<file path="config.mk">
export PLATFORM = sky130hd
export DESIGN_NAME = imasm_ram
export DESIGN_NICKNAME = d
export VERILOG_FILES = /design/src/sv/imasm_ram.sv
export SDC_FILE = /design/constraint.sdc
export NUM_CORES = 2
export LEC_CHECK = 0
export BUFFER_PORTS_ARGS = -buffer_cell sky130_fd_sc_hd__buf_2
export CAP_MARGIN = 20
export CORE_MARGIN = 5
export CORE_UTILIZATION = 51
export DETAILED_ROUTE_END_ITERATION = 6
export GPL_ROUTABILITY_DRIVEN = 0
export PLACE_DENSITY = 0.64
export SLEW_MARGIN = 20
export SYNTH_ARGS = -nofsm -noshare
export SYNTH_HDL_FRONTEND = slang
export SYNTH_SLANG_ARGS = --single-unit
</file>
<file path="constraint.sdc">
create_clock -name clk -period 10.62 [get_ports clk]
set_input_delay 1.062 -clock clk [delete_from_list [all_inputs] [get_ports clk]]
set_output_delay 1.062 -clock clk [all_outputs]
set_load 0.005 [all_outputs]
</file>
<file path="src/sv/imasm_ram.sv">
// generic single-write, single-read ram with registered read data
module imasm_ram #(
    parameter int unsigned WIDTH = 32,
    parameter int unsigned DEPTH = 64
) (
    input  logic                                     clk,
    input  logic                                     we,
    input  logic [((DEPTH > 1) ? $clog2(DEPTH) : 1)-1:0] waddr,
    input  logic [WIDTH-1:0]                         wdata,
    input  logic                                     re,
    input  logic [((DEPTH > 1) ? $clog2(DEPTH) : 1)-1:0] raddr,
    output logic [WIDTH-1:0]                         rdata
);

    logic [WIDTH-1:0] mem_reg [DEPTH];

    always_ff @(posedge clk)
    begin
        if (we)
        begin
            mem_reg[waddr] <= wdata;
        end
        if (re)
        begin
            rdata <= mem_reg[raddr];
        end
    end

endmodule

</file>
==> metrics.md <==
| Metric | Value |
|---|---|
| Max reg flops | 2,048 |
| DR vias/cell | 6.485 |
| TritonCTS clock tree | yes |
| CP max FO | 100 |
| Worst Hold Path EP | mem_reg[5][9]$_DFFE_PP_ |
| Post-cts resize count | 0 |
| Fin nets | 3,585 |
| Starting Density | 0.5124 |
| Clock Tree Buf Depth | 3 |
| Hold crit path type | input pin to flop |
| Share of layout cells above drive strength 1 | 0.2953 |
| R2R Path End | rdata[6]$_DFFE_PP_ |
| Die Height | 403.2 µm |
| DR vias | 37,320 |
| Hold Vio Cnt, Final | 0 |
| Initial antenna violation count | 23 |
| Die Area | 162,500 µm² |
| All-Layer GR Usage | 0.2538 |
| Post-synthesis register bit count | 2,080 |
| Setup Buffers After CTS | 0 |
| Pre-antenna DRT Iters | 6 |
| Arrival time worst endpoint | 5.13 ns |
| WL/cell | 35.70 µm |
| PD cells | 193.7 nW/µm² |
| Largest net degree at the start of global routing | 121 |
| Area Growth Syn to Fin | 13.08% |
| Leakage | 0.02766 µW |
| Total Wirelength | 205.4 mm |
| Critical Path Start Type | input pin |
| Post-route DRC | 0 |
| Max H-tree Level | 4 |
| Syn. warnings | 0 |
| Worst r2r src | mem_reg[31][6]$_DFFE_PP_ |
| Fmax | 218.7 MHz |
| Worst Setup End Kind | flop |
| PortBufs | 78 |
| FILL cells | 10,820 |
| Max_slew headroom | 0.3280 |
| Worst-skew pair later-pin latency | 0.82 ns |
| # clock sinks | 2,080 |
| Final Non-Filler Cells | 5,755 |
| Max Clock Skew | 0.03436 ns |
| Post-synthesis sequential area ratio | 0.7923 |
| Placed insts | 5,377 |
| Clock slew seen by the registers of the worst setup and hold paths | 0.06 ns |
| Post-DP HPWL | 111.2 mm |
| Syn Inst Count | 3,324 |
| Hold path start | wdata[9] |
| Final setup viols | 0 |
| Tmin final | 4.573 ns |
| Cts bufs inserted | 203 |
| First-pass GRT wire length | 287.4 mm |
| Syn Nets | 3,371 |
| Tightest Pin Transition | 1.008 ns |
| Status | finished clean |
| Remaining antenna violation count | 0 |
| DR iter-0 viols | 5,371 |
| Final Max Slew Viols | 0 |
| Avg Cell Area, Syn | 23.72 µm² |
| Fin Setup TNS | 0 ns |
| Hold path cells | 1 |
| Crit Path Class | input pin to flop |
| Tcrit/Tclk final | 0.4306 |
| Netlist Area Pre-Place | 78,840 µm² |
| Core area | 153,900 µm² |
| Max VDD drop | 0.1841 mV |
| Max-cap violations | 0 |
| Number of global-route vias before repair | 37,850 |
| CP Data Required Time | 11.17 ns |
| Core Util, Final | 0.5794 |
| GR Overflow Total | 0 |
| Reg2reg setup slack | 8.23 ns |
| Post-CTS Hold Buffers | 0 |
| RSZ-0062 raised after global routing | no |
| Root Driver | clkbuf_16 |
| Die span in x | 403.2 µm |
| IO Pins | 79 |
| FF-to-FF path depth | 4 |
| Rows | 144 |
| Yosys cell types | 33 |
==> power breakdown <==
part / switching (µW) / internal, µW / leakage [µW]
clock network: 2970 / 4310 / 0.00331
registers: 35.6 / 9110 / 0.0187
logic: 538 / 294 / 0.00561
total: 3550 / 13700 / 0.0277
==> how the worst max path moves through the flow <==
stage | start | endpoint
3_3_place_gp | raddr[0] | rdata[25]$_DFFE_PP_
5_1_grt | raddr[0] | rdata[31]$_DFFE_PP_
2_1_floorplan | waddr[3] | mem_reg[48][0]$_DFFE_PP_
4_1_cts | raddr[0] | rdata[25]$_DFFE_PP_
3_5_place_dp | raddr[0] | rdata[25]$_DFFE_PP_
6_report | raddr[0] | rdata[25]$_DFFE_PP_
==> cells by family (layout without fill, tap and decap cells) <==
kind of cell | after synthesis | in the layout | synth area share
simple gates | 223 | 223 | 0.01260
compound gates | 202 | 202 | 0.01666
other cells | 0 | 6 | 0
flops | 2080 | 2080 | 0.7923
buf+inv | 182 | 563 | 0.01124
mux | 637 | 637 | 0.1672
==> cell usage after synthesis, drive strengths merged <==
| master | number | share of area |
|---|---|---|
| a31oi | 1 | 0.000079 |
| nor2 | 137 | 0.0065 |
| a21oi | 62 | 0.0039 |
| or3b | 5 | 0.00056 |
| nand2b | 8 | 0.00063 |
| mux4 | 544 | 0.16 |
| a41o | 4 | 0.00051 |
| nand3 | 5 | 0.00032 |
| o22ai | 84 | 0.0067 |
| or3 | 3 | 0.00024 |
| nand3b | 5 | 0.00048 |
| clkbuf | 74 | 0.0035 |
| nor3 | 7 | 0.00044 |
| o221ai | 27 | 0.0030 |
| and3 | 4 | 0.00032 |
| or2 | 3 | 0.00024 |
| a22oi | 12 | 0.0011 |
| nand4 | 2 | 0.00016 |
| mux2i | 93 | 0.012 |
| edfxtp | 2080 | 0.79 |
| o32ai | 4 | 0.00044 |
| and2 | 2 | 0.00016 |
| nand2 | 26 | 0.0012 |
| nor2b | 15 | 0.0012 |
| a311oi | 8 | 0.00089 |
| nand4b | 1 | 0.00011 |
| buf | 108 | 0.0077 |
==> critical path, stage by stage <==
cell and delay, ns:
buf_8 0.65, buf_12 0.67, buf_4 0.86, nand3b_1 0.62, o221ai_1 0.45, a21oi_1 0.07
a21oi_1 0.40, nor2_1 0.08
==> routing by layer <==
metal | routed length, µm | vias to the layer above | track usage
met5 | 71 | - | 0
met3 | 21480 | 310 | 0.06204
li1 | - | 14740 | -
met1 | 78590 | 20310 | 0.3564
met2 | 99210 | 1959 | 0.4039
met4 | 6079 | 10 | 0.07284
==> layout by cell type (no fill, tap or decap), types with 4 or more instances in the layout <==
cell	Yosys	layout
nor2_4	0	62
diode_2	0	6
nand2b_1	8	7
buf_12	0	6
nor3_1	7	5
mux4_2	544	544
o22ai_1	84	84
clkbuf_1	74	51
clkinv_2	0	37
mux2i_1	93	93
clkbuf_16	0	212
and3_1	4	4
buf_2	57	62
a22oi_1	12	12
nand3b_1	5	5
bufinv_16	0	28
edfxtp_1	2080	2080
nor2b_1	15	14
buf_4	25	119
nand3_1	5	5
o221ai_1	27	27
o32ai_1	4	4
a311oi_1	8	8
a41o_1	4	4
clkinv_1	0	33
nor2_1	137	74
nand2_1	26	26
a21oi_1	62	62
==> layout make-up <==
type | count | area (µm²) | share of cell area
diodes | 6 | 15.01 | 0.0001684
multi-input cells | 1062 | 15970 | 0.1792
well taps | 2044 | 2557 | 0.02869
repair buffers | 191 | 1380 | 0.01548
clock buffers | 263 | 5497 | 0.06166
flip-flops and latches | 2080 | 62460 | 0.7006
clock inverters | 109 | 1267 | 0.01422
==> metrics by stage <==
stage	instance area [µm²]	power, µW	setup WS, ns	hold slack [ns]
2_1_floorplan	78840	9737	6.398	0.7502
3_3_place_gp	82340	10130	5.219	0.8355
3_5_place_dp	82340	10160	5.161	0.8258
4_1_cts	89100	17370	6.067	0.8409
5_1_grt	89140	17780	5.755	0.7935
6_report	89150	17270	6.047	0.7841
(Power assumes the default switching activity.)
