==> config.mk <==
export PLATFORM = sky130hd
export DESIGN_NAME = imasm_job_fifo
export DESIGN_NICKNAME = d
export VERILOG_FILES = /design/src/sv/imasm_pkg.sv /design/src/sv/imasm_job_fifo.sv
export SDC_FILE = /design/constraint.sdc
export NUM_CORES = 1
export LEC_CHECK = 0
export BUFFER_PORTS_ARGS = -buffer_cell sky130_fd_sc_hd__clkbuf_2
export CAP_MARGIN = 20
export CORE_MARGIN = 3
export CORE_UTILIZATION = 48
export CTS_BUF_LIST = sky130_fd_sc_hd__clkbuf_8
export DETAILED_ROUTE_END_ITERATION = 6
export PLACE_DENSITY = 0.88
export SYNTH_ARGS = -nofsm -noshare
export SYNTH_HDL_FRONTEND = slang
export SYNTH_SLANG_ARGS = --single-unit
==> constraint.sdc <==
create_clock -name clk -period 1.6 [get_ports clk]
set_input_delay 0.32 -clock clk [delete_from_list [all_inputs] [get_ports clk]]
set_output_delay 0.32 -clock clk [all_outputs]
set_load 0.05 [all_outputs]
==> src/sv/imasm_pkg.sv <==
// shared types, constants and helper functions for the integer matrix engine
package imasm_pkg;

    localparam int unsigned MAX_DIM_DEFAULT = 8;
    localparam int unsigned DIM_W           = 4;
    localparam int unsigned DATA_W          = 32;
    localparam int unsigned POS_W           = 3;

    localparam logic [DIM_W-1:0] DIM_RESET = DIM_W'(8);

    typedef enum logic [1:0] {
        OP_ADD = 2'd0,
        OP_SUB = 2'd1,
        OP_MUL = 2'd2
    } op_t;

    typedef enum logic [1:0] {
        CFG_OPERATION = 2'd0,
        CFG_ROWS_A    = 2'd1,
        CFG_COLS_A    = 2'd2,
        CFG_COLS_B    = 2'd3
    } cfg_reg_t;

    typedef enum logic {
        CMD_FIRST  = 1'b0,
        CMD_SECOND = 1'b1
    } cmd_t;

    typedef enum logic [1:0] {
        BK_IDLE,
        BK_ISSUE,
        BK_WAIT,
        BK_PUSH
    } back_state_t;

    typedef struct packed {
        logic                     cmd;
        logic signed [DATA_W-1:0] element_value;
    } item_t;

    typedef struct packed {
        logic signed [DATA_W-1:0] result_value;
        logic [POS_W-1:0]         result_row;
        logic [POS_W-1:0]         result_col;
        logic                     last;
    } result_t;

    // one result matrix to compute, shapes already clamped
    typedef struct packed {
        logic             mul;
        logic             sub;
        logic [DIM_W-1:0] rows;
        logic [DIM_W-1:0] cols_a;
        logic [DIM_W-1:0] cols_b;
    } job_t;

    function automatic int unsigned addr_w(int unsigned max_dim);
        int unsigned depth;
        depth = max_dim * max_dim;
        return (depth > 1) ? $clog2(depth) : 1;
    endfunction

    function automatic int unsigned cnt_w(int unsigned max_dim);
        return $clog2(max_dim * max_dim + 1);
    endfunction

    function automatic int unsigned ptr_w(int unsigned max_dim);
        return $clog2(max_dim * max_dim + max_dim);
    endfunction

    // zero acts as one, anything above the limit acts as the limit
    function automatic logic [DIM_W-1:0] eff_dim(logic [DIM_W-1:0] d, logic [DIM_W-1:0] lim);
        logic [DIM_W-1:0] r;
        if (d == '0)
        begin
            r = DIM_W'(1);
        end
        else if (d > lim)
        begin
            r = lim;
        end
        else
        begin
            r = d;
        end
        return r;
    endfunction

endpackage

==> src/sv/imasm_job_fifo.sv <==
// two-entry job queue between the front and back ends
module imasm_job_fifo (
    input  logic             clk,
    input  logic             rst_n,
    input  logic             push_valid,
    output logic             push_ready,
    input  imasm_pkg::job_t  push_data,
    output logic             pop_valid,
    input  logic             pop_ready,
    output imasm_pkg::job_t  pop_data
);

    localparam int unsigned QDEPTH = 2;
    localparam int unsigned QCNT_W = $clog2(QDEPTH + 1);

    imasm_pkg::job_t    mem_reg [QDEPTH];
    logic               wr_ptr_reg;
    logic               rd_ptr_reg;
    logic [QCNT_W-1:0]  count_reg;
    logic               do_push;
    logic               do_pop;

    assign push_ready = (count_reg != QCNT_W'(QDEPTH));
    assign pop_valid  = (count_reg != '0);
    assign pop_data   = mem_reg[rd_ptr_reg];
    assign do_push    = push_valid && push_ready;
    assign do_pop     = pop_valid && pop_ready;

    always_ff @(posedge clk)
    begin
        if (do_push)
        begin
            mem_reg[wr_ptr_reg] <= push_data;
        end
    end

    always_ff @(posedge clk or negedge rst_n)
    begin
        if (!rst_n)
        begin
            wr_ptr_reg <= 1'b0;
            rd_ptr_reg <= 1'b0;
            count_reg  <= '0;
        end
        else
        begin
            if (do_push)
            begin
                wr_ptr_reg <= ~wr_ptr_reg;
            end
            if (do_pop)
            begin
                rd_ptr_reg <= ~rd_ptr_reg;
            end
            if (do_push && !do_pop)
            begin
                count_reg <= count_reg + QCNT_W'(1);
            end
            else if (do_pop && !do_push)
            begin
                count_reg <= count_reg - QCNT_W'(1);
            end
        end
    end

endmodule

==> run metrics, run 1 <==
clock buffer depth 2; Clock Skew about 5 ps; vias ~690; Rel. slew slack 0.814; clk slew on worst S/H paths 60 ps; Crit Reg-Reg Endpoint count_reg[1]$_DFFE_PN0P_; Min-Delay Startpoint push_data[1]; WP data required roughly 1300 ps; YS warnings 0; # port buffers 33; Leak around 0.00076 uW; Pwr per Cell Area ~2200 mW/mm^2; post-DR wirelength/cell ~17 um; dpl hpwl 1510 um; largest net degree at the start of global routing 11; failing checks setup timing; Core ar. between 0.002 and 0.0025 mm^2; number of fillers in the final layout ~150; Top FF cell, synth edfxtp_1; clock latency on the worst-skew pair around 270 ps; Startpoint Class flip-flop; max incr delay on CP around 380 ps; Reg2Reg Setup Slack 110 ps; ANT nets after route 0; final instance area ~0.0018 mm^2; CP delay by family, top flip-flops; I/O pin count 34; Max Cap Viol 0; Layout area overhead 39.8%; Post-synth top cells edfxtp_1, mux2_4, mux2_2; HP Class in -> reg; final worst slack -51.0 ps; Mapped Area approximately 0.0013 mm^2; CTS Sinks 32; total congestion overflow 0; Largest register FFs 28; DR DRC count 0; WP buf/inv 2; fin nets 127; Peak VDD IR 1.50 mV; worst reg2reg path depth 7; Seq/Total Area, Yosys 0.741; die height approximately 57 um; Crit Path Class reg -> out; Layout Utilization 0.710; final setup fails 14; Mapped Avg Cell Area about 20 um^2; gpl congestion 0.718; Die ar. ~0.0033 mm^2; RR Startpoint count_reg[0]$_DFFE_PN0P_; Yosys top cell area share 0.662; crit-path cells buf_6 > mux2_4 > clkbuf_16; DRT iter0 DRCs 18; WP depth 3; GR Util All Layers 0.155; Final Cycle Share 1.03; initial antenna violation count 0; Worst Hold Path EP mem_reg[1][1]$_DFFE_PP_; top cells by area, synth edfxtp_1, mux2_4, dfrtp_1; Yosys top cell by area edfxtp_1; Peak Freq about 610 MHz; DIE WIDTH ~57 um; crit path time final around 1700 ps; Fin. Hold Viols 0; unrepaired setup endpoints after global routing yes; CTS Buf Count 5; via count of the first global-routing pass approximately 770; Placed Instance Area 0.00149 mm^2; First-pass DRT Iterations 4; post-route setup TNS -321 ps; CP max-delay cell dfrtp_1; Syn Inst Count 62; first-pass GRT wire length 3560 um; effective utilization at floorplan 0.508; share of cells above drive strength 1 0.596; top-count cell post-synth edfxtp_1; status complete, but fails checks; Post-synth EDFFs 28; Detailed Route WL 2300 um; Crit. End Element output port; Async S/R FF share, synth 0.125; Hold Path Depth 1; Arr. time, crit path roughly 1300 ps; measured slew at the worst slew-check pin roughly 280 ps; syn nets a little over 80; clk root buf clkbuf_8; Min Hold Slack ~240 ps; diodes inserted 0; CTS tree yes; Worst setup startpoint rd_ptr_reg$_DFFE_PN0P_; Cell variety after synth 16; CTS H-tree depth 2; flops & latches, synth 32; DR vias/cell just under 5; critical-path maximum fanout 8; Rows 18; Slew Viols, Final 0
-- kinds of logic after synthesis --
kind of cell / share of synthesized area
DFF: 0.741
muxes: 0.151
and+or+nand+nor: 0.0365
xor gates and xnor gates: 0.0345
buffers and inverters: 0.0276
adders and majority gates: 0.00985
-- how the worst max path moves through the flow --
stage	to	slack (ps)
3_5_place_dp	count_reg[1]$_DFFE_PN0P_	110
3_3_place_gp	pop_data[13]	190
5_1_grt	pop_data[6]	-90
6_report	pop_data[6]	-50
2_1_floorplan	mem_reg[0][0]$_DFFE_PP_	60
4_1_cts	pop_data[13]	-50
-- metal layers --
layer / global-route usage / wire length, um / vias up
li1: - / - / 323
met1: 0.145 / 833 / 338
met2: 0.271 / 1270 / 22
met3: 0.0588 / 97 / 8
met4: 0.109 / 91 / 0
met5: 0 / 0 / -
-- power breakdown --
part           total, uW  internal (uW)  switching [uW]  leakage [uW]
logic               2150            980            1170      0.000407
clock network        556            294             262     0.0000453
registers           1260           1160             104      0.000307
total               3970           2430            1530      0.000759
-- cells in the final DEF, fill, tap and decap left out --
master	count
inv_1	1
mux2_4	14
nand2b_4	1
xor2_1	2
clkbuf_2	19
xnor2_1	3
clkinv_2	2
or2_4	1
nor2_1	1
nand2_2	1
clkinv_1	1
nand2_1	1
clkbuf_8	5
buf_4	5
edfxtp_1	28
and3_1	1
ha_1	1
clkbuf_16	2
dlygate4sd3_1	1
buf_6	2
buf_8	12
nor2_2	1
dfrtp_1	4
-- metrics by stage --
stage,cells,power (uW),setup WS [ps]
after floorplan,62,2600,55.7
after global placement,129,2850,190
after detailed placement,129,2900,108
after CTS,138,3860,-55.0
after global routing,139,4130,-88.9
final,139,3970,-51.0
-- area by class of cell --
| type | count | area, um^2 | area share |
|---|---|---|---|
| clock buffers | 5 | 68.8 | 0.0388 |
| clock inverters | 3 | 13.8 | 0.00775 |
| inverters | 1 | 3.75 | 0.00211 |
| multi-input cells | 27 | 315 | 0.178 |
| flip-flops and latches | 32 | 941 | 0.530 |
| well taps | 30 | 37.5 | 0.0211 |
| repair buffers | 41 | 395 | 0.223 |
-- repair_timing --
| action | in CTS | in global routing |
|---|---|---|
| hold buffers | 1 | 0 |
| setup buffers | 0 | 1 |
| hold endpoints to repair | 4 | 0 |
| gates cloned | 0 | 0 |
| resized for setup | 37 | 12 |
| endpoints found under the setup margin | 14 | 14 |
No activity file was read; power rests on OpenSTA's default activity.
==> run 2, diff against run 1 <==
--- a/config.mk
+++ b/config.mk
@@ -9,7 +9,7 @@
 export CAP_MARGIN = 20
 export CORE_MARGIN = 3
 export CORE_UTILIZATION = 48
-export CTS_BUF_LIST = sky130_fd_sc_hd__clkbuf_8
+export CTS_BUF_LIST = sky130_fd_sc_hd__clkbuf_2 sky130_fd_sc_hd__clkbuf_4 sky130_fd_sc_hd__clkbuf_8
 export DETAILED_ROUTE_END_ITERATION = 6
 export PLACE_DENSITY = 0.88
 export SYNTH_ARGS = -nofsm -noshare
==> run metrics, run 2 (synthesis gave the netlist of run 1 again) <==
status complete, but fails checks (unchanged); failing checks setup timing (unchanged); WP data required 1280 ps (about the same); Layout area overhead 38.2% (was 39.8%); Placed Instance Area 0.00149 mm^2 (unchanged); clock buffer depth 2 (unchanged); largest net degree at the start of global routing 11 (unchanged); unrepaired setup endpoints after global routing yes (unchanged); first-pass GRT wire length 3460 um (was 3560 um); measured slew at the worst slew-check pin 278 ps (was 281 ps); Clock Skew 12.6 ps (was 4.98 ps); gpl congestion 0.718 (unchanged); most common cell after layout, fill and taps aside edfxtp_1 (unchanged); crit path time final 1700 ps (was 1650 ps); dpl hpwl 1510 um (unchanged); Slew Viols, Final 0 (unchanged); effective utilization at floorplan 0.508 (unchanged); CTS H-tree depth 2 (unchanged); sw frac 0.395 (was 0.387); Peak VDD IR 1.66 mV (was 1.50 mV); Core ar. 0.00250 mm^2 (unchanged); final total power 3840 uW (was 3970 uW); clock latency on the worst-skew pair 320 ps (was 270 ps); number of fillers in the final layout 158 (was 154); ANT nets after route 0 (unchanged); DRT iter0 DRCs 16 (was 18); share of cells above drive strength 1 0.609 (was 0.596); vias 698 (was 691); dpl ws 108 ps (unchanged); CTS Buf Count 5 (unchanged); clk root buf clkbuf_4 (was clkbuf_8); final setup fails 14 (unchanged); Fin. Hold Viols 0 (unchanged); Startpoint Class flip-flop (unchanged); Max Cap Viol 0 (unchanged); most frequent cells in the layout edfxtp_1, clkbuf_2, mux2_4 (unchanged); post-DR wirelength/cell 15.7 um (was 16.5 um); DIE WIDTH 57.4 um (unchanged); final instance area 0.00176 mm^2 (was 0.00178 mm^2); First-pass DRT Iterations 4 (unchanged); CTS Sinks 32 (unchanged); internal power 2320 uW (was 2430 uW); die height 57.4 um (unchanged); Leak 0.000750 uW (was 0.000759 uW); Crit Path Class reg -> out (unchanged); Sw Pwr 1520 uW (was 1530 uW); via count of the first global-routing pass 745 (was 767); Rows 18 (unchanged); Die ar. 0.00330 mm^2 (unchanged); CTS tree yes (unchanged); final worst slack -98.3 ps (was -51.0 ps); diodes inserted 0 (unchanged); DR DRC count 0 (unchanged); Largest register FFs 28 (unchanged); Detailed Route WL 2190 um (was 2300 um); Rel. slew slack 0.816 (was 0.814); clk slew on worst S/H paths 90 ps (was 60 ps); Peak Freq 589 MHz (was 606 MHz); # port buffers 33 (unchanged); GR Util All Layers 0.150 (was 0.155); total congestion overflow 0 (unchanged); initial antenna violation count 0 (unchanged); Final Cycle Share 1.06 (was 1.03); DR vias/cell 4.99 (was 4.97); Pwr per Cell Area 2190 mW/mm^2 (was 2230 mW/mm^2); fin nets 128 (was 127); Seq pwr share 0.328 (was 0.318); Crit. End Element output port (unchanged); Comb power frac 0.565 (was 0.541); I/O pin count 34 (unchanged); HP Class in -> reg (unchanged); critical-path maximum fanout 8 (unchanged); Arr. time, crit path 1380 ps (was 1330 ps); clock network fraction of total power 0.107 (was 0.140)
[run 2: what timing repair did]
action	in CTS	in global routing
endpoints found under the setup margin	15	15
endpoints found under the hold margin	4	0
resized for setup	38	14
buffers inserted	0	2
hold buffers	1	0
cloned	0	0
[run 2: metal layers]
metal  vias to the layer above  routed length (um)  GRT usage
li1                        324                   -          -
met1                       333                 822      0.146
met2                        29                1160      0.260
met3                        12                 116     0.0701
met4                         0                  91     0.0795
met5                         -                   0          0
[run 2: stage by stage]
stage | std cells | utilization | hold slack (ps) | setup TNS [ps]
final | 140 | 0.702 | 184 | -1000
after global routing | 140 | 0.702 | 157 | -1870
after CTS | 138 | 0.690 | 167 | -1440
after detailed placement | 129 | 0.596 | 137 | 0
after global placement | 129 | 0.596 | 131 | 0
after floorplan | 62 | - | 24.4 | 0
[run 2: worst paths after layout]
path                                                from                  endpoint  slack (ps)  cells after the start
worst max register to register  count_reg[0]$_DFFE_PN0P_  count_reg[1]$_DFFE_PN0P_          80                      7
worst max-delay path              rd_ptr_reg$_DFFE_PN0P_               pop_data[6]        -100                      3
worst min register to register    wr_ptr_reg$_DFFE_PN0P_    wr_ptr_reg$_DFFE_PN0P_         540                      1
worst min-delay path                        push_data[6]   mem_reg[0][6]$_DFFE_PP_         180                      1
min in group asynchronous                          rst_n  count_reg[0]$_DFFE_PN0P_         330                      2
max in group asynchronous                          rst_n    wr_ptr_reg$_DFFE_PN0P_        1130                      2
[run 2: worst max-delay path, cell delays in order, from the launching register on]
cell and delay, ps:
dfrtp_1 390, buf_6 170, mux2_4 320, clkbuf_16 170
[run 2: area by class of cell]
| type | instances | area [um^2] | area share |
|---|---|---|---|
| Sequential cell | 32 | 942 | 0.537 |
| Timing Repair Buffer | 42 | 405 | 0.231 |
| Multi-Input combinational cell | 27 | 315 | 0.180 |
| Clock buffer | 5 | 37.5 | 0.0214 |
| Tap cell | 30 | 37.5 | 0.0214 |
| Clock inverter | 3 | 13.8 | 0.00784 |
| Inverter | 1 | 3.75 | 0.00214 |
[run 2: power by group through the flow]
stage          clock network (uW)  registers (uW)  logic, uW
2_1_floorplan                   0            1240       1360
3_3_place_gp                    0            1250       1600
3_5_place_dp                    0            1270       1640
4_1_cts                       421            1260       2030
5_1_grt                       465            1280       2260
6_report                      410            1260       2170
