===== config.mk =====
export PLATFORM = sky130hd
export DESIGN_NAME = imasm_front_flat
export DESIGN_NICKNAME = d
export VERILOG_FILES = /design/src/sv/imasm_pkg.sv /design/src/sv/imasm_if.sv /design/src/sv/imasm_front.sv /design/src/flat_wrapper.sv
export SDC_FILE = /design/constraint.sdc
export NUM_CORES = 1
export LEC_CHECK = 0
export ABC_AREA = 1
export ABC_CLOCK_PERIOD_IN_PS = 5300
export CORE_MARGIN = 4
export CORE_UTILIZATION = 60
export CTS_BUF_LIST = sky130_fd_sc_hd__clkbuf_16
export DETAILED_ROUTE_END_ITERATION = 8
export DONT_BUFFER_PORTS = 1
export GPL_TIMING_DRIVEN = 0
export PLACE_DENSITY = 0.74
export SYNTH_ARGS = -nofsm -noshare
export SYNTH_HDL_FRONTEND = slang
export SYNTH_SLANG_ARGS = --single-unit

===== constraint.sdc =====
create_clock -name clk -period 5.3 [get_ports clk]
set_input_delay 1.06 -clock clk [delete_from_list [all_inputs] [get_ports clk]]
set_output_delay 1.06 -clock clk [all_outputs]
set_load 0.01 [all_outputs]

===== src/sv/imasm_pkg.sv =====
// shared types, constants and helper functions for the integer matrix engine
package imasm_pkg;

    localparam int unsigned MAX_DIM_DEFAULT = 8;
    localparam int unsigned DIM_W           = 4;
    localparam int unsigned DATA_W          = 32;
    localparam int unsigned POS_W           = 3;

    localparam logic [DIM_W-1:0] DIM_RESET = DIM_W'(8);

    typedef enum logic [1:0] {
        OP_ADD = 2'd0,
        OP_SUB = 2'd1,
        OP_MUL = 2'd2
    } op_t;

    typedef enum logic [1:0] {
        CFG_OPERATION = 2'd0,
        CFG_ROWS_A    = 2'd1,
        CFG_COLS_A    = 2'd2,
        CFG_COLS_B    = 2'd3
    } cfg_reg_t;

    typedef enum logic {
        CMD_FIRST  = 1'b0,
        CMD_SECOND = 1'b1
    } cmd_t;

    typedef enum logic [1:0] {
        BK_IDLE,
        BK_ISSUE,
        BK_WAIT,
        BK_PUSH
    } back_state_t;

    typedef struct packed {
        logic                     cmd;
        logic signed [DATA_W-1:0] element_value;
    } item_t;

    typedef struct packed {
        logic signed [DATA_W-1:0] result_value;
        logic [POS_W-1:0]         result_row;
        logic [POS_W-1:0]         result_col;
        logic                     last;
    } result_t;

    // one result matrix to compute, shapes already clamped
    typedef struct packed {
        logic             mul;
        logic             sub;
        logic [DIM_W-1:0] rows;
        logic [DIM_W-1:0] cols_a;
        logic [DIM_W-1:0] cols_b;
    } job_t;

    function automatic int unsigned addr_w(int unsigned max_dim);
        int unsigned depth;
        depth = max_dim * max_dim;
        return (depth > 1) ? $clog2(depth) : 1;
    endfunction

    function automatic int unsigned cnt_w(int unsigned max_dim);
        return $clog2(max_dim * max_dim + 1);
    endfunction

    function automatic int unsigned ptr_w(int unsigned max_dim);
        return $clog2(max_dim * max_dim + max_dim);
    endfunction

    // zero acts as one, anything above the limit acts as the limit
    function automatic logic [DIM_W-1:0] eff_dim(logic [DIM_W-1:0] d, logic [DIM_W-1:0] lim);
        logic [DIM_W-1:0] r;
        if (d == '0)
        begin
            r = DIM_W'(1);
        end
        else if (d > lim)
        begin
            r = lim;
        end
        else
        begin
            r = d;
        end
        return r;
    endfunction

endpackage


===== src/sv/imasm_if.sv =====
// valid/ready channels for input words and result words
interface imasm_item_if;
    logic                valid;
    logic                ready;
    imasm_pkg::item_t    payload;

    modport source (output valid, output payload, input ready);
    modport sink   (input valid, input payload, output ready);
endinterface



===== src/sv/imasm_front.sv =====
// front end: config registers, element loading and result job launch
module imasm_front #(
    parameter int unsigned MAX_DIM = imasm_pkg::MAX_DIM_DEFAULT
) (
    input  logic                                       clk,
    input  logic                                       rst_n,
    imasm_item_if.sink                                 item,
    input  logic                                       cfg_we,
    input  logic [1:0]                                 cfg_index,
    input  logic [imasm_pkg::DIM_W-1:0]                cfg_data,
    output logic                                       a_we,
    output logic [imasm_pkg::addr_w(MAX_DIM)-1:0]      a_waddr,
    output logic [imasm_pkg::DATA_W-1:0]               a_wdata,
    output logic                                       b_we,
    output logic [imasm_pkg::addr_w(MAX_DIM)-1:0]      b_waddr,
    output logic [imasm_pkg::DATA_W-1:0]               b_wdata,
    output logic                                       job_valid,
    input  logic                                       job_ready,
    output imasm_pkg::job_t                            job,
    input  logic                                       job_done
);

    localparam int unsigned DIM_W  = imasm_pkg::DIM_W;
    localparam int unsigned DEPTH  = MAX_DIM * MAX_DIM;
    localparam int unsigned ADDR_W = imasm_pkg::addr_w(MAX_DIM);
    localparam int unsigned CNT_W  = imasm_pkg::cnt_w(MAX_DIM);
    localparam int unsigned SIZE_W = 2 * DIM_W;
    localparam int unsigned CMP_W  = (CNT_W > SIZE_W) ? CNT_W : SIZE_W;
    localparam logic [DIM_W-1:0] LIM = DIM_W'((MAX_DIM > 15) ? 15 : MAX_DIM);

    logic [1:0]        op_reg;
    logic [DIM_W-1:0]  rows_reg;
    logic [DIM_W-1:0]  cols_a_reg;
    logic [DIM_W-1:0]  cols_b_reg;
    logic [CNT_W-1:0]  first_cnt_reg;
    logic [CNT_W-1:0]  first_cnt_next;
    logic [CNT_W-1:0]  second_cnt_reg;
    logic [CNT_W-1:0]  second_cnt_next;
    logic              busy_reg;
    logic              busy_next;

    logic [DIM_W-1:0]  ra;
    logic [DIM_W-1:0]  ca;
    logic [DIM_W-1:0]  cb;
    logic              mul;
    logic              sub;
    logic [SIZE_W-1:0] size_a;
    logic [SIZE_W-1:0] size_b;
    logic [CNT_W-1:0]  second_inc;
    logic              accept;
    logic              is_second;
    logic              trigger;

    always_ff @(posedge clk or negedge rst_n)
    begin
        if (!rst_n)
        begin
            op_reg     <= imasm_pkg::OP_ADD;
            rows_reg   <= imasm_pkg::DIM_RESET;
            cols_a_reg <= imasm_pkg::DIM_RESET;
            cols_b_reg <= imasm_pkg::DIM_RESET;
        end
        else if (cfg_we)
        begin
            unique case (imasm_pkg::cfg_reg_t'(cfg_index))
                imasm_pkg::CFG_OPERATION: op_reg     <= cfg_data[1:0];
                imasm_pkg::CFG_ROWS_A:    rows_reg   <= cfg_data;
                imasm_pkg::CFG_COLS_A:    cols_a_reg <= cfg_data;
                imasm_pkg::CFG_COLS_B:    cols_b_reg <= cfg_data;
                default:                  op_reg     <= op_reg;
            endcase
        end
    end

    always_comb
    begin
        ra     = imasm_pkg::eff_dim(rows_reg, LIM);
        ca     = imasm_pkg::eff_dim(cols_a_reg, LIM);
        cb     = imasm_pkg::eff_dim(cols_b_reg, LIM);
        // the unused code behaves as multiply
        mul    = (op_reg != imasm_pkg::OP_ADD) && (op_reg != imasm_pkg::OP_SUB);
        sub    = (op_reg == imasm_pkg::OP_SUB);
        size_a = SIZE_W'(ra) * SIZE_W'(ca);
        size_b = mul ? (SIZE_W'(ca) * SIZE_W'(cb)) : size_a;
    end

    assign item.ready = !busy_reg && job_ready;
    assign accept     = item.valid && item.ready;
    assign is_second  = (item.payload.cmd == imasm_pkg::CMD_SECOND);
    assign second_inc = second_cnt_reg + CNT_W'(1);
    assign trigger    = accept && is_second && (CMP_W'(second_inc) >= CMP_W'(size_b));

    // store writes
    assign a_we    = accept && !is_second && (CMP_W'(first_cnt_reg) < CMP_W'(size_a));
    assign a_waddr = first_cnt_reg[ADDR_W-1:0];
    assign a_wdata = item.payload.element_value;
    assign b_we    = accept && is_second && (CMP_W'(second_cnt_reg) < CMP_W'(DEPTH));
    assign b_waddr = second_cnt_reg[ADDR_W-1:0];
    assign b_wdata = item.payload.element_value;

    assign job_valid  = trigger;
    assign job.mul    = mul;
    assign job.sub    = sub;
    assign job.rows   = ra;
    assign job.cols_a = ca;
    assign job.cols_b = cb;

    always_comb
    begin
        first_cnt_next  = first_cnt_reg;
        second_cnt_next = second_cnt_reg;
        busy_next       = busy_reg;
        if (a_we)
        begin
            first_cnt_next = first_cnt_reg + CNT_W'(1);
        end
        if (accept && is_second)
        begin
            second_cnt_next = second_inc;
        end
        if (trigger)
        begin
            first_cnt_next  = '0;
            second_cnt_next = '0;
            busy_next       = 1'b1;
        end
        else if (job_done)
        begin
            busy_next = 1'b0;
        end
    end

    always_ff @(posedge clk or negedge rst_n)
    begin
        if (!rst_n)
        begin
            first_cnt_reg  <= '0;
            second_cnt_reg <= '0;
            busy_reg       <= 1'b0;
        end
        else
        begin
            first_cnt_reg  <= first_cnt_next;
            second_cnt_reg <= second_cnt_next;
            busy_reg       <= busy_next;
        end
    end

endmodule


===== src/flat_wrapper.sv =====
// flat-port wrapper written by rule: the top's interface ports become plain ports
module imasm_front_flat 
#(
    parameter int unsigned MAX_DIM = imasm_pkg::MAX_DIM_DEFAULT
)
  (clk, rst_n, cfg_we, cfg_index, cfg_data, a_we, a_waddr, a_wdata, b_we, b_waddr, b_wdata, job_valid, job_ready, job, job_done, item_valid, item_payload, item_ready);
  imasm_item_if item_i ();
  input  logic clk;
  input  logic rst_n;
  input  logic cfg_we;
  input  logic [1:0] cfg_index;
  input  logic [imasm_pkg::DIM_W-1:0] cfg_data;
  output logic a_we;
  output logic [imasm_pkg::addr_w(MAX_DIM)-1:0] a_waddr;
  output logic [imasm_pkg::DATA_W-1:0] a_wdata;
  output logic b_we;
  output logic [imasm_pkg::addr_w(MAX_DIM)-1:0] b_waddr;
  output logic [imasm_pkg::DATA_W-1:0] b_wdata;
  output logic job_valid;
  input  logic job_ready;
  output imasm_pkg::job_t job;
  input  logic job_done;
  input wire logic [$bits(item_i.valid)-1:0] item_valid;
  input wire logic [$bits(item_i.payload)-1:0] item_payload;
  output wire logic [$bits(item_i.ready)-1:0] item_ready;
  assign item_i.valid = item_valid;
  assign item_i.payload = item_payload;
  assign item_ready = item_i.ready;
  imasm_front #(.MAX_DIM(MAX_DIM)) u_core (.clk(clk), .rst_n(rst_n), .item(item_i), .cfg_we(cfg_we), .cfg_index(cfg_index), .cfg_data(cfg_data), .a_we(a_we), .a_waddr(a_waddr), .a_wdata(a_wdata), .b_we(b_we), .b_waddr(b_waddr), .b_wdata(b_wdata), .job_valid(job_valid), .job_ready(job_ready), .job(job), .job_done(job_done));
endmodule

==> results.cfg <==
[status]
status = complete, no violations

[cts]
cts_tree = built
clk_latency_ns = 0.28
clk_pin_slew_ns = 0.05
h-tree-depth = 2
cts_sinks = 29
root_buffer = clkbuf_16
hold_buffers = 0
clockBufferDepth = 2
cts_buffers = 5

[setup_path]
slowest_delay_ns = 0.54
path_cells = inv_2 > nand2_1 > a21oi_4 > nand2_1 > fa_1 > inv_1 > fa_1 > fa_1 > nand2_1 > inv_1 > o21ai_0 > nand2_1 > xor2_1 > o21ai_1 > ha_1 > nand2_1 > nand2_1 > nand2_4 > inv_2
path_buf_inv = 4
critPathMaxFanout = 6
crit_type = flip-flop to output pin
required_ns = 4.24
r2r_setup_slack_ns = 1.25
cp_data_arrival_time_ns = 4.04
end_kind = output pin
crit_path_frequent_cell = nand2_1
crit_slowest_cell = fa_1
cpLargestDelayFamily = adder cells
startpoint_type = flip-flop

[global_route]
antenna_found_initial = 0
grt-ovfl-total = 0
grt.total_usage_pct = 20.5
grt_pass1_vias = 2549
grt_max_degree = 30
grt_pass1_wl_um = 10900

[floorplanning]
die-area_mm2 = 0.00682
dieHeight_um = 82.6
start_util_pct = 63.7
ios = 139
rows = 26
chipWidth_um = 82.6
core-area_mm2 = 0.00524

[sta]
hold_slack_ns = 0.473
setup_violations = 0
min_period_over_period_pct = 96.2
fin_skew_ns = 0.00674
period_needed_ns = 5.10
max_clock_freq_ghz = 0.196
slew_headroom_pct = 64.5
hold_viol_final = 0
worstMarginPinSlew_ns = 0.527
slew_viol_final = 0

[logic_synthesis]
syn-instance-count = 465
synth-main-ff-cell = dfrtp_1
async_reset_ff_share_pct = 100
synthTopCellsByArea = dfrtp_1, buf_4, ha_1
syn_area_mm2 = 0.00334
synth_commonest_cells = nand2_1, buf_4, inv_1, nor2_1, ha_1
synth_top_area_cell = dfrtp_1
synth_edf_count = 0
yosys_warnings = 0
synth-seq-cells = 29
synth_cell_type_count = 30
synth_most_common_cell = nand2_1
synth-seq-area-share_pct = 21.9
avgSynthCellArea_um2 = 7.18
synth_nets = 557
synth_top_area_share_pct = 19.5

[drt]
vias = 2741
first_iter_violations = 109
ant_nets = 0
first_pass_iters = 4
routed_wl_um = 6950
routedWlPerCell_um = 12.8
via_per_inst = 5.03
drc_errors = 0

[finish]
area.growth.synth_to_final_pct = 8.47
drive_above_1_share_pct = 23.6
num_antenna_cells = 0
final_nets = 566
design_area_mm2 = 0.00362

[place]
gp_congestion = 0.853
numPortBuffers = 0
dpl_cell_area_mm2 = 0.00343
hpwl_um = 5730

[power]
ir_drop_v = 0.000229
power_leakage_nw = 2.15
p_per_area_mw_per_mm2 = 381

[flow_run]
drv.max_cap_violation_count = 0

[worst_hold_path]
hp-class = primary input to async pin
==> final timing paths <==
check,from,to,depth (start not counted)
max,u_core.cols_a_reg[2]$_DFFE_PN0P_,job_valid,19
min,rst_n,u_core.first_cnt_reg[4]$_DFFE_PN0P_,0
max reg2reg,u_core.cols_a_reg[2]$_DFFE_PN0P_,u_core.busy_reg$_DFFE_PN0P_,20
min reg2reg,u_core.op_reg[0]$_DFFE_PN0P_,u_core.op_reg[0]$_DFFE_PN0P_,2
max in group asynchronous,rst_n,u_core.cols_b_reg[3]$_DFFE_PN1P_,0
min in group clk,u_core.op_reg[0]$_DFFE_PN0P_,u_core.op_reg[0]$_DFFE_PN0P_,2
==> per-layer routing <==
layer,wire length (um),global-route usage [%],share of wire (%),vias to the layer above
li1,-,-,-,1381
met1,2930,27.0,42,1237
met2,3280,33.5,47,114
met3,654,4.56,9.4,9
met4,85,6.54,1.2,0
met5,0,0,0,-
==> stage by stage <==
| stage | cells | setup TNS, ns | setup WS [ns] | total power [mW] | utilization, % |
|---|---|---|---|---|---|
| floorplan | 465 | 0 | 0.650 | 0.963 | - |
| global placement | 535 | 0 | 0.245 | 1.07 | 65.4 |
| detailed placement | 535 | 0 | 0.212 | 1.10 | 65.4 |
| CTS | 543 | 0 | 0.00180 | 1.37 | 68.1 |
| global route | 545 | -0.0351 | -0.0253 | 1.53 | 69.1 |
| finish | 545 | 0 | 0.200 | 1.38 | 69.1 |
==> power breakdown <==
group | internal [mW] | switching [mW]
Sequential | 0.292 | 0.0799
Clock | 0.168 | 0.0952
Combinational | 0.312 | 0.433
==> cells by family (layout without fill, tap and decap cells) <==
logic type | count (synthesis) | count (layout) | synth area share [%]
compound gates | 39 | 39 | 6.26
xor+xnor | 11 | 11 | 2.89
fa+ha+maj | 47 | 47 | 19.4
buf+inv | 155 | 165 | 26.5
flops | 29 | 29 | 21.9
simple gates | 184 | 184 | 23.1
==> worst register-to-register path, cell delays in order (launching register included) <==
cell and delay (ns):
dfrtp_1 0.39, inv_2 0.10, nand2_1 0.09, a21oi_4 0.25, nand2_1 0.13, fa_1 0.54, inv_1 0.05, fa_1 0.53
fa_1 0.43, nand2_1 0.08, inv_1 0.04, o21ai_0 0.14, nand2_1 0.08, xor2_1 0.19, o21ai_1 0.10, ha_1 0.30
nand2_1 0.07, nand2_1 0.08, nand2_4 0.10, buf_6 0.14, o21ai_0 0.08
==> layout make-up <==
class / instances / area [um2]
plain buffers: 86 / 624
inverters: 69 / 259
repair buffers: 2 / 15.0
well taps: 70 / 87.6
fillers: 466 / 1620
clock inverters: 3 / 11.3
clock buffers: 5 / 125
multi-input cells: 281 / 1770
flip-flops and latches: 29 / 729
==> placed cells by master (no fill, tap or decap), drive strengths merged <==
master and instances:
o31ai 1, dfrtp 26, a21oi 11, nor2 53
o21ai 25, inv 71, nand3 22, a21o 1
ha 39, clkinv 1, xor2 7, xnor2 4
dfstp 3, nand3b 2, nand2 102, and3 1
clkbuf 11, a31oi 1, nor3 3, nand4 1
fa 8, buf 82
==> repair_timing <==
action	in CTS	in global routing
gates resized for setup	2	10
setup buffers	0	2
pin swaps	0	3
setup endpoints to repair	2	2
No activity file was read; power rests on OpenSTA's default activity.
