File: config.mk
export PLATFORM = sky130hd
export DESIGN_NAME = imasm_back_flat
export DESIGN_NICKNAME = d
export VERILOG_FILES = /design/src/sv/imasm_pkg.sv /design/src/sv/imasm_if.sv /design/src/sv/imasm_back.sv /design/src/flat_wrapper.sv
export SDC_FILE = /design/constraint.sdc
export NUM_CORES = 2
export LEC_CHECK = 0
export BUFFER_PORTS_ARGS = -buffer_cell sky130_fd_sc_hd__buf_2
export CAP_MARGIN = 10
export CELL_PAD_IN_SITES_DETAIL_PLACEMENT = 0
export CELL_PAD_IN_SITES_GLOBAL_PLACEMENT = 1
export CORE_MARGIN = 5
export CORE_UTILIZATION = 54
export DETAILED_ROUTE_END_ITERATION = 6
export PLACE_DENSITY_LB_ADDON = 0.1
export SKIP_CTS_REPAIR_TIMING = 1
export SLEW_MARGIN = 25
export SYNTH_ARGS = -nofsm -noshare
export SYNTH_HDL_FRONTEND = slang
export SYNTH_SLANG_ARGS = --single-unit
export TNS_END_PERCENT = 50
File: constraint.sdc
create_clock -name clk -period 10.6 [get_ports clk]
set_input_delay 2.12 -clock clk [delete_from_list [all_inputs] [get_ports clk]]
set_output_delay 2.12 -clock clk [all_outputs]
set_load 0.02 [all_outputs]
File: src/sv/imasm_pkg.sv
// shared types, constants and helper functions for the integer matrix engine
package imasm_pkg;

    localparam int unsigned MAX_DIM_DEFAULT = 8;
    localparam int unsigned DIM_W           = 4;
    localparam int unsigned DATA_W          = 32;
    localparam int unsigned POS_W           = 3;

    localparam logic [DIM_W-1:0] DIM_RESET = DIM_W'(8);

    typedef enum logic [1:0] {
        OP_ADD = 2'd0,
        OP_SUB = 2'd1,
        OP_MUL = 2'd2
    } op_t;

    typedef enum logic [1:0] {
        CFG_OPERATION = 2'd0,
        CFG_ROWS_A    = 2'd1,
        CFG_COLS_A    = 2'd2,
        CFG_COLS_B    = 2'd3
    } cfg_reg_t;

    typedef enum logic {
        CMD_FIRST  = 1'b0,
        CMD_SECOND = 1'b1
    } cmd_t;

    typedef enum logic [1:0] {
        BK_IDLE,
        BK_ISSUE,
        BK_WAIT,
        BK_PUSH
    } back_state_t;

    typedef struct packed {
        logic                     cmd;
        logic signed [DATA_W-1:0] element_value;
    } item_t;

    typedef struct packed {
        logic signed [DATA_W-1:0] result_value;
        logic [POS_W-1:0]         result_row;
        logic [POS_W-1:0]         result_col;
        logic                     last;
    } result_t;

    // one result matrix to compute, shapes already clamped
    typedef struct packed {
        logic             mul;
        logic             sub;
        logic [DIM_W-1:0] rows;
        logic [DIM_W-1:0] cols_a;
        logic [DIM_W-1:0] cols_b;
    } job_t;

    function automatic int unsigned addr_w(int unsigned max_dim);
        int unsigned depth;
        depth = max_dim * max_dim;
        return (depth > 1) ? $clog2(depth) : 1;
    endfunction

    function automatic int unsigned cnt_w(int unsigned max_dim);
        return $clog2(max_dim * max_dim + 1);
    endfunction

    function automatic int unsigned ptr_w(int unsigned max_dim);
        return $clog2(max_dim * max_dim + max_dim);
    endfunction

    // zero acts as one, anything above the limit acts as the limit
    function automatic logic [DIM_W-1:0] eff_dim(logic [DIM_W-1:0] d, logic [DIM_W-1:0] lim);
        logic [DIM_W-1:0] r;
        if (d == '0)
        begin
            r = DIM_W'(1);
        end
        else if (d > lim)
        begin
            r = lim;
        end
        else
        begin
            r = d;
        end
        return r;
    endfunction

endpackage

File: src/sv/imasm_if.sv


interface imasm_result_if;
    logic                valid;
    logic                ready;
    imasm_pkg::result_t  payload;

    modport source (output valid, output payload, input ready);
    modport sink   (input valid, input payload, output ready);
endinterface

File: src/sv/imasm_back.sv
// back end: walks the result matrix, reads both stores and accumulates
module imasm_back #(
    parameter int unsigned MAX_DIM = imasm_pkg::MAX_DIM_DEFAULT
) (
    input  logic                                   clk,
    input  logic                                   rst_n,
    input  logic                                   job_valid,
    output logic                                   job_ready,
    input  imasm_pkg::job_t                        job,
    output logic                                   rd_en,
    output logic [imasm_pkg::addr_w(MAX_DIM)-1:0]  a_raddr,
    input  logic [imasm_pkg::DATA_W-1:0]           a_rdata,
    output logic [imasm_pkg::addr_w(MAX_DIM)-1:0]  b_raddr,
    input  logic [imasm_pkg::DATA_W-1:0]           b_rdata,
    output logic                                   job_done,
    imasm_result_if.source                         result
);

    localparam int unsigned DIM_W  = imasm_pkg::DIM_W;
    localparam int unsigned DATA_W = imasm_pkg::DATA_W;
    localparam int unsigned POS_W  = imasm_pkg::POS_W;
    localparam int unsigned ADDR_W = imasm_pkg::addr_w(MAX_DIM);
    localparam int unsigned PTR_W  = imasm_pkg::ptr_w(MAX_DIM);

    imasm_pkg::back_state_t state_reg;
    imasm_pkg::back_state_t state_next;

    imasm_pkg::job_t   job_reg;
    imasm_pkg::job_t   job_next;
    logic [DIM_W-1:0]  i_reg;
    logic [DIM_W-1:0]  i_next;
    logic [DIM_W-1:0]  j_reg;
    logic [DIM_W-1:0]  j_next;
    logic [DIM_W-1:0]  t_reg;
    logic [DIM_W-1:0]  t_next;
    logic [PTR_W-1:0]  a_base_reg;
    logic [PTR_W-1:0]  a_base_next;
    logic [PTR_W-1:0]  b_base_reg;
    logic [PTR_W-1:0]  b_base_next;
    logic [PTR_W-1:0]  a_ptr_reg;
    logic [PTR_W-1:0]  a_ptr_next;
    logic [PTR_W-1:0]  b_ptr_reg;
    logic [PTR_W-1:0]  b_ptr_next;
    logic [DATA_W-1:0] acc_reg;
    logic [DATA_W-1:0] acc_next;

    logic              rd_vld_reg;
    logic              rd_last_reg;
    logic              prod_vld_reg;
    logic              prod_last_reg;
    logic [DATA_W-1:0] prod_reg;
    logic [DATA_W-1:0] prod_next;

    logic               out_vld_reg;
    logic               out_vld_next;
    imasm_pkg::result_t out_data_reg;

    logic              start_job;
    logic              load_out;
    logic              out_free;
    logic [DIM_W-1:0]  rc;
    logic [DIM_W-1:0]  inner;
    logic              issue_last;
    logic              j_last;
    logic              i_last;
    logic              elem_final;
    logic [PTR_W-1:0]  b_step;

    assign rc         = job_reg.mul ? job_reg.cols_b : job_reg.cols_a;
    assign inner      = job_reg.mul ? job_reg.cols_a : DIM_W'(1);
    assign issue_last = (DIM_W'(t_reg + DIM_W'(1)) == inner);
    assign j_last     = (DIM_W'(j_reg + DIM_W'(1)) == rc);
    assign i_last     = (DIM_W'(i_reg + DIM_W'(1)) == job_reg.rows);
    assign elem_final = i_last && j_last;
    assign b_step     = job_reg.mul ? PTR_W'(job_reg.cols_b) : PTR_W'(1);
    assign out_free   = !out_vld_reg || result.ready;

    // next state
    always_comb
    begin
        state_next = state_reg;
        unique case (state_reg)
            imasm_pkg::BK_IDLE:
            begin
                if (job_valid)
                begin
                    state_next = imasm_pkg::BK_ISSUE;
                end
            end
            imasm_pkg::BK_ISSUE:
            begin
                if (issue_last)
                begin
                    state_next = imasm_pkg::BK_WAIT;
                end
            end
            imasm_pkg::BK_WAIT:
            begin
                if (prod_vld_reg && prod_last_reg)
                begin
                    state_next = imasm_pkg::BK_PUSH;
                end
            end
            imasm_pkg::BK_PUSH:
            begin
                if (out_free)
                begin
                    state_next = elem_final ? imasm_pkg::BK_IDLE : imasm_pkg::BK_ISSUE;
                end
            end
            default:
            begin
                state_next = imasm_pkg::BK_IDLE;
            end
        endcase
    end

    // state outputs
    always_comb
    begin
        job_ready = 1'b0;
        rd_en     = 1'b0;
        load_out  = 1'b0;
        unique case (state_reg)
            imasm_pkg::BK_IDLE:  job_ready = 1'b1;
            imasm_pkg::BK_ISSUE: rd_en     = 1'b1;
            imasm_pkg::BK_WAIT:  job_ready = 1'b0;
            imasm_pkg::BK_PUSH:  load_out  = out_free;
            default:             job_ready = 1'b0;
        endcase
    end

    assign start_job = job_ready && job_valid;
    assign job_done  = load_out && elem_final;
    assign a_raddr   = a_ptr_reg[ADDR_W-1:0];
    assign b_raddr   = b_ptr_reg[ADDR_W-1:0];

    // walk counters and accumulator
    always_comb
    begin
        job_next    = job_reg;
        i_next      = i_reg;
        j_next      = j_reg;
        t_next      = t_reg;
        a_base_next = a_base_reg;
        b_base_next = b_base_reg;
        a_ptr_next  = a_ptr_reg;
        b_ptr_next  = b_ptr_reg;
        acc_next    = acc_reg;

        if (start_job)
        begin
            job_next    = job;
            i_next      = '0;
            j_next      = '0;
            t_next      = '0;
            a_base_next = '0;
            b_base_next = '0;
            a_ptr_next  = '0;
            b_ptr_next  = '0;
            acc_next    = '0;
        end

        if (rd_en)
        begin
            a_ptr_next = a_ptr_reg + PTR_W'(1);
            b_ptr_next = b_ptr_reg + b_step;
            t_next     = issue_last ? '0 : DIM_W'(t_reg + DIM_W'(1));
        end

        if (prod_vld_reg)
        begin
            acc_next = acc_reg + prod_reg;
        end

        if (load_out)
        begin
            acc_next = '0;
            if (j_last)
            begin
                j_next = '0;
                i_next = DIM_W'(i_reg + DIM_W'(1));
            end
            else
            begin
                j_next = DIM_W'(j_reg + DIM_W'(1));
            end
            if (job_reg.mul)
            begin
                // product: row base moves by the inner size, column base restarts
                if (j_last)
                begin
                    a_base_next = a_base_reg + PTR_W'(job_reg.cols_a);
                    b_base_next = '0;
                end
                else
                begin
                    b_base_next = b_base_reg + PTR_W'(1);
                end
            end
            else
            begin
                a_base_next = a_base_reg + PTR_W'(1);
                b_base_next = b_base_reg + PTR_W'(1);
            end
            a_ptr_next = a_base_next;
            b_ptr_next = b_base_next;
        end
    end

    always_comb
    begin
        if (job_reg.mul)
        begin
            prod_next = a_rdata * b_rdata;
        end
        else if (job_reg.sub)
        begin
            prod_next = a_rdata - b_rdata;
        end
        else
        begin
            prod_next = a_rdata + b_rdata;
        end
    end

    always_comb
    begin
        out_vld_next = out_vld_reg;
        if (load_out)
        begin
            out_vld_next = 1'b1;
        end
        else if (result.ready)
        begin
            out_vld_next = 1'b0;
        end
    end

    always_ff @(posedge clk or negedge rst_n)
    begin
        if (!rst_n)
        begin
            state_reg     <= imasm_pkg::BK_IDLE;
            rd_vld_reg    <= 1'b0;
            rd_last_reg   <= 1'b0;
            prod_vld_reg  <= 1'b0;
            prod_last_reg <= 1'b0;
            out_vld_reg   <= 1'b0;
            i_reg         <= '0;
            j_reg         <= '0;
            t_reg         <= '0;
        end
        else
        begin
            state_reg     <= state_next;
            rd_vld_reg    <= rd_en;
            rd_last_reg   <= rd_en && issue_last;
            prod_vld_reg  <= rd_vld_reg;
            prod_last_reg <= rd_last_reg;
            out_vld_reg   <= out_vld_next;
            i_reg         <= i_next;
            j_reg         <= j_next;
            t_reg         <= t_next;
        end
    end

    always_ff @(posedge clk)
    begin
        job_reg    <= job_next;
        a_base_reg <= a_base_next;
        b_base_reg <= b_base_next;
        a_ptr_reg  <= a_ptr_next;
        b_ptr_reg  <= b_ptr_next;
        acc_reg    <= acc_next;
        prod_reg   <= prod_next;
        if (load_out)
        begin
            out_data_reg.result_value <= acc_reg;
            out_data_reg.result_row   <= i_reg[POS_W-1:0];
            out_data_reg.result_col   <= j_reg[POS_W-1:0];
            out_data_reg.last         <= elem_final;
        end
    end

    assign result.valid   = out_vld_reg;
    assign result.payload = out_data_reg;

endmodule

File: src/flat_wrapper.sv
// flat-port wrapper written by rule: the top's interface ports become plain ports
module imasm_back_flat 
#(
    parameter int unsigned MAX_DIM = imasm_pkg::MAX_DIM_DEFAULT
)
  (clk, rst_n, job_valid, job_ready, job, rd_en, a_raddr, a_rdata, b_raddr, b_rdata, job_done, result_valid, result_payload, result_ready);
  imasm_result_if result_i ();
  input  logic clk;
  input  logic rst_n;
  input  logic job_valid;
  output logic job_ready;
  input  imasm_pkg::job_t job;
  output logic rd_en;
  output logic [imasm_pkg::addr_w(MAX_DIM)-1:0] a_raddr;
  input  logic [imasm_pkg::DATA_W-1:0] a_rdata;
  output logic [imasm_pkg::addr_w(MAX_DIM)-1:0] b_raddr;
  input  logic [imasm_pkg::DATA_W-1:0] b_rdata;
  output logic job_done;
  output wire logic [$bits(result_i.valid)-1:0] result_valid;
  output wire logic [$bits(result_i.payload)-1:0] result_payload;
  input wire logic [$bits(result_i.ready)-1:0] result_ready;
  assign result_valid = result_i.valid;
  assign result_payload = result_i.payload;
  assign result_i.ready = result_ready;
  imasm_back #(.MAX_DIM(MAX_DIM)) u_core (.clk(clk), .rst_n(rst_n), .job_valid(job_valid), .job_ready(job_ready), .job(job), .rd_en(rd_en), .a_raddr(a_raddr), .a_rdata(a_rdata), .b_raddr(b_raddr), .b_rdata(b_rdata), .job_done(job_done), .result(result_i));
endmodule
==> impl_metrics.tcl <==
set metrics [dict create \
    clk_pin_slew_worst_paths_ns 0.06 \
    wl_microns 71000 \
    grt_max_degree 80 \
    rrSetupSlack_ns 6.94 \
    synthFlopType "edfxtp_1" \
    ys_seq_area_share_pct 15.5 \
    hold_violations 0 \
    grt_usage_pct 27.6 \
    yosys.area_share.simple_pct 17.5 \
    tightest_slew_ns 0.985 \
    drt_iter0_markers 1423 \
    gp_congestion 0.910 \
    coreArea_sq_mm 0.0475 \
    initial_utilization_pct 54.3 \
    hold_path.class "flip-flop to flip-flop" \
    post_drt_wl_per_cell_microns 20.4 \
    cts_tree "yes" \
    netlist_area_sq_mm 0.0258 \
    synth-edff-count 71 \
    synthAdderAreaFrac_pct 41.9 \
    io_pins 137 \
    nets 3544 \
    multi_input_area_sq_mm 0.0197 \
    rsz0062_at_grt "no" \
    yosys_warnings 0 \
    end_kind "flip-flop" \
    via_per_inst 5.64 \
    yosys.area_share.xor_xnor_pct 6.65 \
    outcome "finished clean" \
    fmax_mhz 110 \
    dr.pass1.iters 7 \
    slew_viol_final 0 \
    arrival_ns 9.41 \
    worstPathRequired_ns 10.96 \
    dp_hpwl_microns 53500 \
    synth_top_area_share_pct 32.0 \
    path_class "primary input to flip-flop" \
    ys_types 83 \
    yosysTopAreaCell "fa_1" \
    synth_compound_area_share_pct 9.75 \
    fin_crit_sh_pct 85.5 \
    maxCapViolations 0 \
    slew_headroom_pct 34.0 \
    max-clock-path-buffers 2 \
    rows 80 \
    fillerInstances 4272 \
    drive_above_1_share_pct 7.21 \
    finalNonFillerCells 3475 \
    fp.dieW_microns 229 \
    ant_nets 0 \
    ys_top_cells_by_area "fa_1, ha_1, edfxtp_1" \
    portBuffers 136 \
    largest_reg_flops 39 \
    startpoint_type "primary input" \
    numClockSinks 160 \
    ys_seq_elements 160 \
    seqCellArea_sq_mm 0.00401 \
    syn_area_per_cell_sq_um 9.19 \
    die_area_sq_mm 0.0523 \
    htree_num_levels 4 \
    area_growth_syn_to_layout_pct 6.31 \
    period_needed_ns 9.06 \
    overflow 0 \
    numCtsBuffers 17 \
    tns_ns 0 \
    antenna_found_initial 5 \
    grt_pass1_vias 20581 \
    postSynthCellCount 2809 \
    finalClockSkew_ns 0.00923 \
    ctsRootBufferMaster "clkbuf_16" \
    route.detailed.drc 0 \
    fin_util_pct 57.7 \
    synth_top_family_by_area "adder cells" \
    grt_pass1_wl_microns 114000 \
    die_y_microns 229 \
    dp_cells 3441 \
    async_flop_share_pct 11.9 \
    path_max_fanout 29 \
    syn-num-nets 3508 \
    vias 19615 \
    setup_viol 0 \
    insertion_delay_ns 0.43 \
    muxShareOfSynthArea_pct 0.563 \
]
through the flow:
step                setup slack [ns]  area (sq um)  hold WS [ns]
global route                    1.37         27400         0.347
floorplan                       1.82         25800         0.331
global placement                1.32         26800         0.334
CTS                             1.67         27400         0.344
finish                          1.54         27400         0.344
detailed placement              1.21         26800         0.335
final cells by class:
type	instances	share of cell area, %
clock inverters	14	0.607
multi-input cells	2099	71.9
repair buffers	146	2.75
clock buffers	18	1.56
diodes	2	0.0182
inverters	421	5.76
flip-flops and latches	160	14.6
well taps	615	2.81
critical path: stages:
cell,delay [ns]
buf_2,0.58
and2_1,0.24
fa_1,0.45
fa_1,0.51
fa_1,0.53
inv_1,0.06
fa_1,0.47
inv_1,0.05
fa_1,0.49
inv_1,0.05
fa_1,0.54
inv_1,0.05
fa_1,0.49
fa_1,0.41
ha_1,0.39
nand4_1,0.18
a2111oi_0,0.64
a311oi_1,0.29
o31ai_1,0.28
a21oi_1,0.11
xnor2_1,0.13
and2_1,0.15
a31oi_1,0.14
cells in the final DEF, fill, tap and decap left out, types with 15 or more instances in the layout:
cell and count:
a21o_1 40, a21oi_1 116, a31oi_1 15, and2_1 312, and3_1 27, buf_2 136, clkbuf_16 17, dfrtp_1 19
dfxtp_1 70, edfxtp_1 71, fa_1 412, ha_1 205, inv_1 417, nand2_1 307, nand2b_1 17, nand3_1 33
nor2_1 111, nor3_1 24, o21a_1 17, o21ai_0 72, o21bai_1 21, xnor2_1 137, xor2_1 52
cells in the mapped netlist (3+ instances only):
| cell type | n |
|---|---|
| inv_1 | 419 |
| fa_1 | 412 |
| and2_1 | 312 |
| nand2_1 | 307 |
| ha_1 | 205 |
| xnor2_1 | 137 |
| clkbuf_1 | 122 |
| a21oi_1 | 116 |
| nor2_1 | 111 |
| o21ai_0 | 72 |
| edfxtp_1 | 71 |
| dfxtp_1 | 70 |
| xor2_1 | 52 |
| a21o_1 | 40 |
| nand3_1 | 33 |
| and3_1 | 27 |
| nor3_1 | 24 |
| o21bai_1 | 21 |
| dfrtp_1 | 19 |
| nand2b_1 | 17 |
| o21a_1 | 17 |
| a31oi_1 | 15 |
| nor2b_1 | 13 |
| a211oi_1 | 11 |
| o211ai_1 | 11 |
| mux2i_1 | 10 |
| o22ai_1 | 10 |
| o31ai_1 | 9 |
| nor4_1 | 8 |
| or3_1 | 8 |
| a2111oi_0 | 6 |
| a31o_2 | 6 |
| o21ai_1 | 6 |
| nand4_1 | 5 |
| a211o_1 | 4 |
| a221oi_1 | 4 |
| mux2_2 | 4 |
| nor3b_1 | 4 |
| o311ai_0 | 4 |
| a22oi_1 | 3 |
| a311oi_1 | 3 |
| a32o_1 | 3 |
| buf_2 | 3 |
| or2_2 | 3 |
cell families after synthesis:
| group | after synthesis |
|---|---|
| xor+xnor | 192 |
| compound gates | 388 |
| simple gates | 888 |
| fa+ha+maj | 617 |
| mux | 14 |
| flops | 160 |
| buf+inv | 550 |
routing by layer:
layer  part of all wire [%]  routed length, microns  track usage (%)
met1                     44                   31000             38.6
met2                     46                   32900             44.8
met3                    7.5                    5350             5.06
met4                    2.5                    1740             7.24
met5                      0                       0                0
worst paths after layout:
check,cells after the start,startpoint,endpoint
setup reg to reg,12,u_core.job_reg[12],u_core.prod_reg[27]
min in group asynchronous,1,rst_n,u_core.i_reg[3]
max in group asynchronous,1,rst_n,u_core.t_reg[2]
setup / recovery,23,b_rdata[7],u_core.prod_reg[31]
hold reg to reg,0,u_core.rd_last_reg,u_core.prod_last_reg
hold / removal,0,u_core.rd_last_reg,u_core.prod_last_reg
Power is left out: the tool's default activity adds up to more than one toggle a clock period on the data nets, which glitch-free logic cannot reach.
